File: src/hw/rtl/trilinear_table_interpolator_core_defines.svh
// ----------------------------------------------------------------------------
// Trilinear table interpolator assertion macros
// Property wrappers clocked on clk_i with reset rst_ni; empty when
// ASSERT_OFF is set.
// ----------------------------------------------------------------------------
`ifndef TRILINEAR_TABLE_INTERPOLATOR_CORE_DEFINES_SVH
`define TRILINEAR_TABLE_INTERPOLATOR_CORE_DEFINES_SVH

`ifndef ASSERT_OFF
`define TTI_ASSERT(name, prop, msg) \
  name: assert property (@(posedge clk_i) disable iff (!rst_ni) prop) else $error(msg);
`define TTI_ASSERT_NEVER(name, cond, msg) \
  name: assert property (@(posedge clk_i) disable iff (!rst_ni) !(cond)) else $error(msg);
`else
`define TTI_ASSERT(name, prop, msg)
`define TTI_ASSERT_NEVER(name, cond, msg)
`endif

`endif

File: src/hw/rtl/tti_pkg.sv
// ----------------------------------------------------------------------------
// Trilinear table interpolator package
// Shared widths, codes, the controller/datapath command structs, the
// micro-op table of the coefficient multiply chain and a 48-bit saturation.
// ----------------------------------------------------------------------------
package tti_pkg;

  localparam int unsigned DATA_W      = 32;
  localparam int unsigned OUT_W       = 48;
  localparam int unsigned CFG_IDX_W   = 3;
  localparam int unsigned STORE_AW    = 12;
  localparam int unsigned STORE_DEPTH = 4096;
  localparam int unsigned IN_TDATA_W  = 144;
  localparam int unsigned OUT_TDATA_W = 192;
  localparam int unsigned COEF_W      = 36;
  localparam int unsigned MOP_W       = 42;
  localparam int unsigned FRAC_W      = 17;
  localparam int unsigned ACC_W       = 60;
  localparam int unsigned N_UOP       = 17;
  localparam int unsigned UOP_IDX_W   = 5;
  localparam int unsigned N_WREG      = 10;

  localparam logic [DATA_W-1:0] INV_STEP_RESET = 32'h0001_0000;

  typedef enum logic [0:0] {
    OP_WRITE = 1'b0,
    OP_QUERY = 1'b1
  } op_e;

  typedef enum logic [1:0] {
    ST_OK    = 2'd0,
    ST_X_OUT = 2'd1,
    ST_Y_OUT = 2'd2,
    ST_Z_OUT = 2'd3
  } status_e;

  typedef enum logic [1:0] {
    AX_X = 2'd0,
    AX_Y = 2'd1,
    AX_Z = 2'd2
  } axis_e;

  typedef enum logic [CFG_IDX_W-1:0] {
    CFG_ORIGIN_X   = 3'd0,
    CFG_ORIGIN_Y   = 3'd1,
    CFG_ORIGIN_Z   = 3'd2,
    CFG_INV_STEP_X = 3'd3,
    CFG_INV_STEP_Y = 3'd4,
    CFG_INV_STEP_Z = 3'd5
  } cfg_e;

  // Working registers of the multiply chain.
  typedef enum logic [3:0] {
    W_GXY = 4'd0,
    W_TYB = 4'd1,
    W_GX  = 4'd2,
    W_GY  = 4'd3,
    W_GZ  = 4'd4,
    W_TZ  = 4'd5,
    W_VAL = 4'd6,
    W_SX  = 4'd7,
    W_SY  = 4'd8,
    W_SZ  = 4'd9
  } wreg_e;

  typedef enum logic [3:0] {
    A_C7  = 4'd0,
    A_C5  = 4'd1,
    A_C3  = 4'd2,
    A_C1  = 4'd3,
    A_GXY = 4'd4,
    A_TYB = 4'd5,
    A_TZ  = 4'd6,
    A_GX  = 4'd7,
    A_GY  = 4'd8,
    A_GZ  = 4'd9
  } asel_e;

  typedef enum logic [3:0] {
    B_FX  = 4'd0,
    B_FY  = 4'd1,
    B_FZ  = 4'd2,
    B_XLO = 4'd3,
    B_XHI = 4'd4,
    B_YLO = 4'd5,
    B_YHI = 4'd6,
    B_ZLO = 4'd7,
    B_ZHI = 4'd8
  } bsel_e;

  typedef struct packed {
    asel_e             a_sel;
    bsel_e             b_sel;
    logic              shift;
    logic [N_WREG-1:0] dst;
  } uop_t;

  typedef struct packed {
    logic                 accept;
    logic                 ram_wr;
    logic                 loc_mul;
    logic                 loc_chk;
    axis_e                axis;
    logic                 addr;
    logic                 rd_en;
    logic [2:0]           corner;
    logic                 init;
    logic                 uop_en;
    logic [UOP_IDX_W-1:0] uop_idx;
    logic                 load_out;
  } tti_cmd_t;

  typedef struct packed {
    logic oor;
    logic out_busy;
  } tti_stat_t;

  // Coefficient register c[m] sums the corners b inside mask m with sign
  // (-1)^popcount(m^b). Each step multiplies one operand by a fraction or a
  // reciprocal half and adds the result into the marked registers.
  function automatic uop_t uop_rom(input logic [UOP_IDX_W-1:0] idx);
    uop_t u;
    u.a_sel = A_C7;
    u.b_sel = B_FX;
    u.shift = 1'b1;
    u.dst   = '0;
    case (idx)
      5'd0: begin u.a_sel = A_C7;  u.b_sel = B_FZ; u.dst[W_GXY] = 1'b1; end
      5'd1: begin u.a_sel = A_C7;  u.b_sel = B_FY; u.dst[W_TYB] = 1'b1; end
      5'd2: begin u.a_sel = A_C5;  u.b_sel = B_FZ; u.dst[W_GX]  = 1'b1; end
      5'd3: begin
        u.a_sel = A_C3;  u.b_sel = B_FZ; u.dst[W_GY] = 1'b1; u.dst[W_TZ] = 1'b1;
      end
      5'd4: begin u.a_sel = A_C3;  u.b_sel = B_FY; u.dst[W_GZ]  = 1'b1; end
      5'd5: begin u.a_sel = A_C1;  u.b_sel = B_FZ; u.dst[W_VAL] = 1'b1; end
      5'd6: begin u.a_sel = A_GXY; u.b_sel = B_FY; u.dst[W_GX]  = 1'b1; end
      5'd7: begin u.a_sel = A_GXY; u.b_sel = B_FX; u.dst[W_GY]  = 1'b1; end
      5'd8: begin u.a_sel = A_TYB; u.b_sel = B_FX; u.dst[W_GZ]  = 1'b1; end
      5'd9: begin u.a_sel = A_TZ;  u.b_sel = B_FY; u.dst[W_VAL] = 1'b1; end
      5'd10: begin u.a_sel = A_GX; u.b_sel = B_FX; u.dst[W_VAL] = 1'b1; end
      5'd11: begin u.a_sel = A_GX; u.b_sel = B_XLO; u.dst[W_SX] = 1'b1; end
      5'd12: begin
        u.a_sel = A_GX; u.b_sel = B_XHI; u.shift = 1'b0; u.dst[W_SX] = 1'b1;
      end
      5'd13: begin u.a_sel = A_GY; u.b_sel = B_YLO; u.dst[W_SY] = 1'b1; end
      5'd14: begin
        u.a_sel = A_GY; u.b_sel = B_YHI; u.shift = 1'b0; u.dst[W_SY] = 1'b1;
      end
      5'd15: begin u.a_sel = A_GZ; u.b_sel = B_ZLO; u.dst[W_SZ] = 1'b1; end
      5'd16: begin
        u.a_sel = A_GZ; u.b_sel = B_ZHI; u.shift = 1'b0; u.dst[W_SZ] = 1'b1;
      end
      default: u.dst = '0;
    endcase
    return u;
  endfunction

  function automatic logic [OUT_W-1:0] sat48(input logic signed [ACC_W-1:0] v);
    logic [OUT_W-1:0] r;
    if ((&v[ACC_W-1:OUT_W-1]) || !(|v[ACC_W-1:OUT_W-1])) begin
      r = v[OUT_W-1:0];
    end else if (v[ACC_W-1]) begin
      r = {1'b1, {(OUT_W-1){1'b0}}};
    end else begin
      r = {1'b0, {(OUT_W-1){1'b1}}};
    end
    return r;
  endfunction

endpackage

File: src/hw/rtl/tti_ctrl.sv
// ----------------------------------------------------------------------------
// Trilinear table interpolator controller
// One word at a time: write, or locate, corner reads, multiply chain; output.
// ----------------------------------------------------------------------------
module tti_ctrl (
  input  logic                clk_i,
  input  logic                rst_ni,
  input  logic                in_valid_i,
  input  logic                in_op_i,
  output logic                in_ready_o,
  input  tti_pkg::tti_stat_t  stat_i,
  output tti_pkg::tti_cmd_t   cmd_o
);

  typedef enum logic [3:0] {
    S_IDLE,
    S_WR,
    S_MUL,
    S_CHK,
    S_ADDR,
    S_READ,
    S_DRAIN,
    S_INIT,
    S_UOP,
    S_UDRAIN,
    S_DONE
  } state_e;

  state_e                        state_q, state_d;
  tti_pkg::axis_e                axis_q, axis_d;
  logic [tti_pkg::UOP_IDX_W-1:0] cnt_q, cnt_d;

  always_comb begin
    state_d = state_q;
    axis_d  = axis_q;
    cnt_d   = cnt_q;
    cmd_o   = '0;
    cmd_o.axis    = axis_q;
    cmd_o.corner  = cnt_q[2:0];
    cmd_o.uop_idx = cnt_q;
    case (state_q)
      S_IDLE: begin
        if (in_valid_i) begin
          cmd_o.accept = 1'b1;
          axis_d       = tti_pkg::AX_X;
          state_d      = (in_op_i == tti_pkg::OP_QUERY) ? S_MUL : S_WR;
        end
      end
      S_WR: begin
        cmd_o.ram_wr = 1'b1;
        state_d      = S_DONE;
      end
      S_MUL: begin
        cmd_o.loc_mul = 1'b1;
        state_d       = S_CHK;
      end
      S_CHK: begin
        cmd_o.loc_chk = 1'b1;
        if (stat_i.oor) begin
          state_d = S_DONE;
        end else if (axis_q == tti_pkg::AX_Z) begin
          state_d = S_ADDR;
        end else begin
          axis_d  = tti_pkg::axis_e'(axis_q + 2'd1);
          state_d = S_MUL;
        end
      end
      S_ADDR: begin
        cmd_o.addr = 1'b1;
        cnt_d      = '0;
        state_d    = S_READ;
      end
      S_READ: begin
        cmd_o.rd_en = 1'b1;
        cnt_d       = cnt_q + 1'b1;
        if (cnt_q[2:0] == 3'd7) begin
          state_d = S_DRAIN;
        end
      end
      S_DRAIN: state_d = S_INIT;
      S_INIT: begin
        cmd_o.init = 1'b1;
        cnt_d      = '0;
        state_d    = S_UOP;
      end
      S_UOP: begin
        cmd_o.uop_en = 1'b1;
        cnt_d        = cnt_q + 1'b1;
        if (cnt_q == tti_pkg::UOP_IDX_W'(tti_pkg::N_UOP - 1)) begin
          state_d = S_UDRAIN;
        end
      end
      S_UDRAIN: state_d = S_DONE;
      S_DONE: begin
        if (!stat_i.out_busy) begin
          cmd_o.load_out = 1'b1;
          state_d        = S_IDLE;
        end
      end
      default: state_d = S_IDLE;
    endcase
  end

  always_ff @(posedge clk_i or negedge rst_ni) begin
    if (!rst_ni) begin
      state_q <= S_IDLE;
      axis_q  <= tti_pkg::AX_X;
      cnt_q   <= '0;
    end else begin
      state_q <= state_d;
      axis_q  <= axis_d;
      cnt_q   <= cnt_d;
    end
  end

  assign in_ready_o = (state_q == S_IDLE);

endmodule

File: config.mk
export PLATFORM = sky130hd
export DESIGN_NAME = tti_ctrl
export DESIGN_NICKNAME = d
export VERILOG_FILES = /design/src/hw/rtl/trilinear_table_interpolator_core_defines.svh /design/src/hw/rtl/tti_pkg.sv /design/src/hw/rtl/tti_ctrl.sv
export SDC_FILE = /design/constraint.sdc
export NUM_CORES = 1
export LEC_CHECK = 0
export BUFFER_PORTS_ARGS = -buffer_cell sky130_fd_sc_hd__buf_2
export CAP_MARGIN = 20
export CELL_PAD_IN_SITES_DETAIL_PLACEMENT = 0
export CELL_PAD_IN_SITES_GLOBAL_PLACEMENT = 1
export CORE_UTILIZATION = 40
export CTS_CLUSTER_SIZE = 25
export DETAILED_ROUTE_END_ITERATION = 6
export PLACE_DENSITY = 0.9
export SLEW_MARGIN = 20
export SYNTH_ARGS = -nofsm -noshare
export SYNTH_HDL_FRONTEND = slang
export SYNTH_SLANG_ARGS = --single-unit
File: constraint.sdc
create_clock -name clk_i -period 2.3 [get_ports clk_i]
set_input_delay 0.23 -clock clk_i [delete_from_list [all_inputs] [get_ports clk_i]]
set_output_delay 0.23 -clock clk_i [all_outputs]
set_load 0.01 [all_outputs]
Yosys cells after proc, flatten, opt, wreduce, memory -nomap -nowiden
Index checks and enable logic that the tools add are counted.
- register bits: 11
- input port bits: 6
- output and inout port bits: 20
- word-level logic and storage cells: 56
- add/sub/neg operators: 2
- equality and inequality tests: 19
- muxes and demuxes: 24
- reductions and logical operators: 8
- operator list (operator ; number):
    4-bit case mux with 10 select lines ; 1
    4-bit 2-to-1 mux ; 5
    4-bit by 3-bit == test with 1-bit output, second input constant ; 4
    4-bit == test, second input constant ; 3
    2-bit != test, second input constant ; 6
    1-bit 2-to-1 mux ; 11
    5-bit case mux with 2 select lines ; 1
    4-bit by 2-bit == test with 1-bit output, second input constant ; 2
    2-bit 2-to-1 mux ; 4
    4-bit AND reduction ; 2
    2-bit OR reduction ; 3
    5-bit by 1-bit adder with 5-bit output, second input constant ; 1
    5-bit == test, second input constant ; 1
    4-bit by 1-bit == test with 1-bit output, second input constant ; 1
    4-bit logical NOT ; 1
    2-bit case mux with 2 select lines ; 1
    2-bit nonzero test ; 2
    3-bit == test, second input constant ; 1
    3-bit 2-to-1 mux ; 1
    2-bit by 1-bit adder with 2-bit output, second input constant ; 1
    2-bit == test, second input constant ; 1

Depth between registers and ports, before layout
- depth in word-level cells: 4
- mapped depth: 6

Least setup slack after synthesis
No wires, ideal clock.
- path type: reg2reg
- from: register state_q[2]
- to: register axis_q[0]
- library setup time: 0.125 ns
- data arrival time: 1.505 ns
- required time: 2.175 ns
- setup slack: 0.670 ns
- stages on the path, launching flop included: 7
- clock period less this slack: 1.630 ns
- cells stage by stage: dfrtp_1 -> buf_6 -> or2_1 -> buf_6 -> nor4b_4 -> nor2_1 -> mux2_4
- word-level cells in the longest chain between the ends: 3
- elaborated cells on any way between the ends: 8
- RTL lines (item ; RTL line ; RTL):
    start: declaration ; tti_ctrl.sv:29 ; state_e state_q, state_d;
    start signal: assignment ; tti_ctrl.sv:110 ; state_q <= state_d;
    4-bit by 2-bit == test with 1-bit output / 4-bit logical NOT (equally long branches) ; tti_ctrl.sv:41 ; case (state_q)
    2-bit != test (no line) / 2-bit nonzero test (equally long branches) ; n/a ;
    4-bit AND reduction (no line) ; n/a ;
    end signal: assignment ; tti_ctrl.sv:107 ; axis_q <= tti_pkg::AX_X;
    end signal: assignment ; tti_ctrl.sv:111 ; axis_q <= axis_d;
    end: declaration ; tti_ctrl.sv:30 ; tti_pkg::axis_e axis_q, axis_d;
Several ways; a longest one is shown, not always the timed one.
A chain may end at the register's enable or synchronous reset.

==> metrics <==
result of the run finished, final reports clean; Placer Congestion 0.777; Die ar. 2590 um2; CTS H-tree lvls 1; Port Buf Inserts 25; P per Cell Area 1230 nW/um2; synthesized-area fraction occupied by adder cells 5.24%; CP endpoint kind output pin; Clock Tree Buf Depth 2; die span in y 50.9 um; top cells by count, synth nor2_1, dfrtp_1, nand2_1; Initial DRT Pass Iterations 4; Crit-path slowest cell dfrtp_1; Synth area leaders dfrtp_1, nor2_1, ha_1, nand2_1, o211ai_1; DRC Markers 0; Setup Skew 0.00148 ns; Synth Area in Simple Gates 29.1%; Worst Reg-to-Reg Cells 4; Post-Layout Inst Area 1090 um2; Unique masters post-synth 39; Critical Path AT 1.72 ns; global-route wire length before repair 3830 um; antenna fix cells 0; chip width 50.9 um; TritonCTS Buffers 3; clock-pin slew on the worst setup and hold paths 0.08 ns; worst-path cell chain nand2b_1 > nor3_1 > buf_2; yosys warns 0; Slew Limit Fails 0; Multi-input gate area 576 um2; Root Buffer Master clkbuf_4; maximum clock rate 512 MHz; Fill cells 225; placed wire-length estimate 1610 um; total routed wirelength 2280 um; area share of the largest cell type after synthesis 28.8%; Initial Util 42.8%; Final TNS setup 0 ns; Worst setup SP type flip-flop; unrepaired setup endpoints after global routing no; Site Rows 17; WL/cell 14.0 um; WP data required 2.07 ns; via/cell ratio 5.83; setup violators final 0; ratio of cells with drive above 1 in the final layout 29.1%; post-synthesis async set-or-reset flop share 100%; post-synthesis mux area share 2.75%; flip-flop and latch area 275 um2; FF-to-FF setup slack 0.55 ns; kind of critical path reg -> out; LEAKAGE 0.490 nW; Critical Path Fanout Max 18; most common cell in the netlist nor2_1; largest net degree at the start of global routing 19; Final #Nets 145; vias in the first global route 864; Relative slew margins 67.5%; Iter 0 DRT Violations 24; Clock Sinks 11; CTS tree built; syn_nets 125; Synth Cell Area 956 um2; post-synthesis compound-gate area fraction 23.2%; Main synth FF type dfrtp_1; Synth Area in XOR/XNOR 0%; global route overflow 0; worst slew pin tran 0.488 ns; Yosys reg bits 11; crit path launch state_q[3]; Tightest Hold Check Type in -> reg; IO Pins 26; post-synth top area cell dfrtp_1; CTS resizes 0; largest family of logic cells by synthesized area simple AND/OR/NAND/NOR gates; Max VDD drop 511 uV; Worst-Skew Late Latency 0.27 ns; Period minus WS final 1.95 ns; worst r2r dst state_q[1]; Syn Inst Count 115; overall global routing resource usage 20.1%; Setup Buffers After CTS 0; Reg2Reg Launch Point state_q[3]; crit path capture cmd_o[6]; EDFF count, synth 0; Final Hold Vio Count 0; vias after detailed routing 945; Layout area overhead 14.3%; post-placement cell area 1060 um2; max incr delay on CP 0.65 ns; maximum capacitance violations 0; Mean Syn Cell Area 8.31 um2; Core ar. 2230 um2; Tcrit/Tclk final 85.0%; post-route antenna net violation count 0; initial antenna violation count 0; Seq/Total Area, Yosys 28.8%
metal layers:
| metal | part of all wire, % | GRT usage (%) | up-vias | wire length (um) |
|---|---|---|---|---|
| met5 | 0 | 0 | - | 0 |
| met3 | 4.3 | 4.17 | 4 | 99 |
| met2 | 50 | 33.3 | 31 | 1130 |
| met1 | 44 | 24.8 | 451 | 1010 |
| met4 | 1.4 | 9.26 | 0 | 32 |
| li1 | - | - | 459 | - |
layout make-up:
class | count | share of cell area [%]
clock buffer | 4 | 2.41
multi-input combinational | 84 | 52.7
inverter | 6 | 2.06
timing repair buffer | 29 | 14.4
tap | 28 | 3.21
sequential | 11 | 25.2
worst max-delay path: cells and delay by family (launching register included):
kind	cells	cell delay [ns]
AND/OR/NAND/NOR	2	0.59
flip-flops	1	0.65
buffers and inverters	1	0.20
cells in the final DEF (no fill, tap or decap):
cell type / count
dfrtp_1: 11
mux2_4: 1
a32oi_1: 2
nor2b_1: 3
a211oi_1: 1
o31ai_1: 1
nand2_1: 8
nand4_1: 1
ha_1: 4
a221oi_2: 1
nor2_1: 16
clkbuf_1: 1
nor3b_1: 2
and4bb_2: 1
buf_4: 3
inv_1: 6
buf_2: 25
dlygate4sd3_1: 1
o21ai_0: 4
a31o_2: 1
nor4_1: 2
nand3_1: 5
a21oi_1: 3
nor4b_4: 1
nand2b_1: 2
a22o_1: 3
or2_1: 1
a31oi_1: 2
a2bb2oi_1: 1
o211ai_1: 4
a22oi_1: 2
a32o_1: 1
a221o_1: 1
nor4_4: 1
mux2_2: 1
a41oi_1: 2
nor3_1: 5
clkbuf_4: 3
or3b_2: 1
sequential cells by signal, indices dropped and copies added, names as in the netlist:
register,count
axis_q,2
cnt_q,5
state_q,4
cell families after synthesis:
family | after synthesis
AND/OR/NAND/NOR | 49
adder cells (fa/ha/maj) | 4
flip-flops | 11
AO/OA/AOI/OAI | 29
multiplexers | 2
buffers and inverters | 20
through the flow:
stage	instances	utilization (%)	power [mW]	setup WS (ns)	hold WS [ns]
5_1_grt	162	48.9	1.49	0.179	0.209
3_3_place_gp	157	47.3	1.19	0.599	0.118
4_1_cts	162	48.9	1.36	0.335	0.211
6_report	162	48.9	1.35	0.346	0.220
2_1_floorplan	115	-	1.02	0.670	-0.0656
3_5_place_dp	157	47.3	1.21	0.561	0.130
where the power goes:
part           internal (mW)  total, mW  switching (mW)  leakage [nW]
clock network         0.0672      0.143          0.0763        0.0150
registers              0.268      0.443           0.175         0.133
logic                  0.360      0.762           0.402         0.342
total                  0.695       1.35           0.653         0.490
repair_timing:
action,4_1_cts,5_1_grt
endpoints found under the setup margin,0,0
hold endpoints to repair,11,0
hold buffers,1,0
how the worst min path moves through the flow:
stage / start / to / slack (ns) / cells after the start
2_1_floorplan: rst_ni / axis_q[0] / -0.07 / 0
3_3_place_gp: rst_ni / state_q[1] / 0.12 / 1
3_5_place_dp: rst_ni / cnt_q[4] / 0.13 / 1
4_1_cts: stat_i[0] / state_q[1] / 0.21 / 2
5_1_grt: stat_i[0] / state_q[1] / 0.21 / 2
6_report: stat_i[0] / state_q[1] / 0.22 / 2
Note: power is estimated with default switching activity, not from simulation.
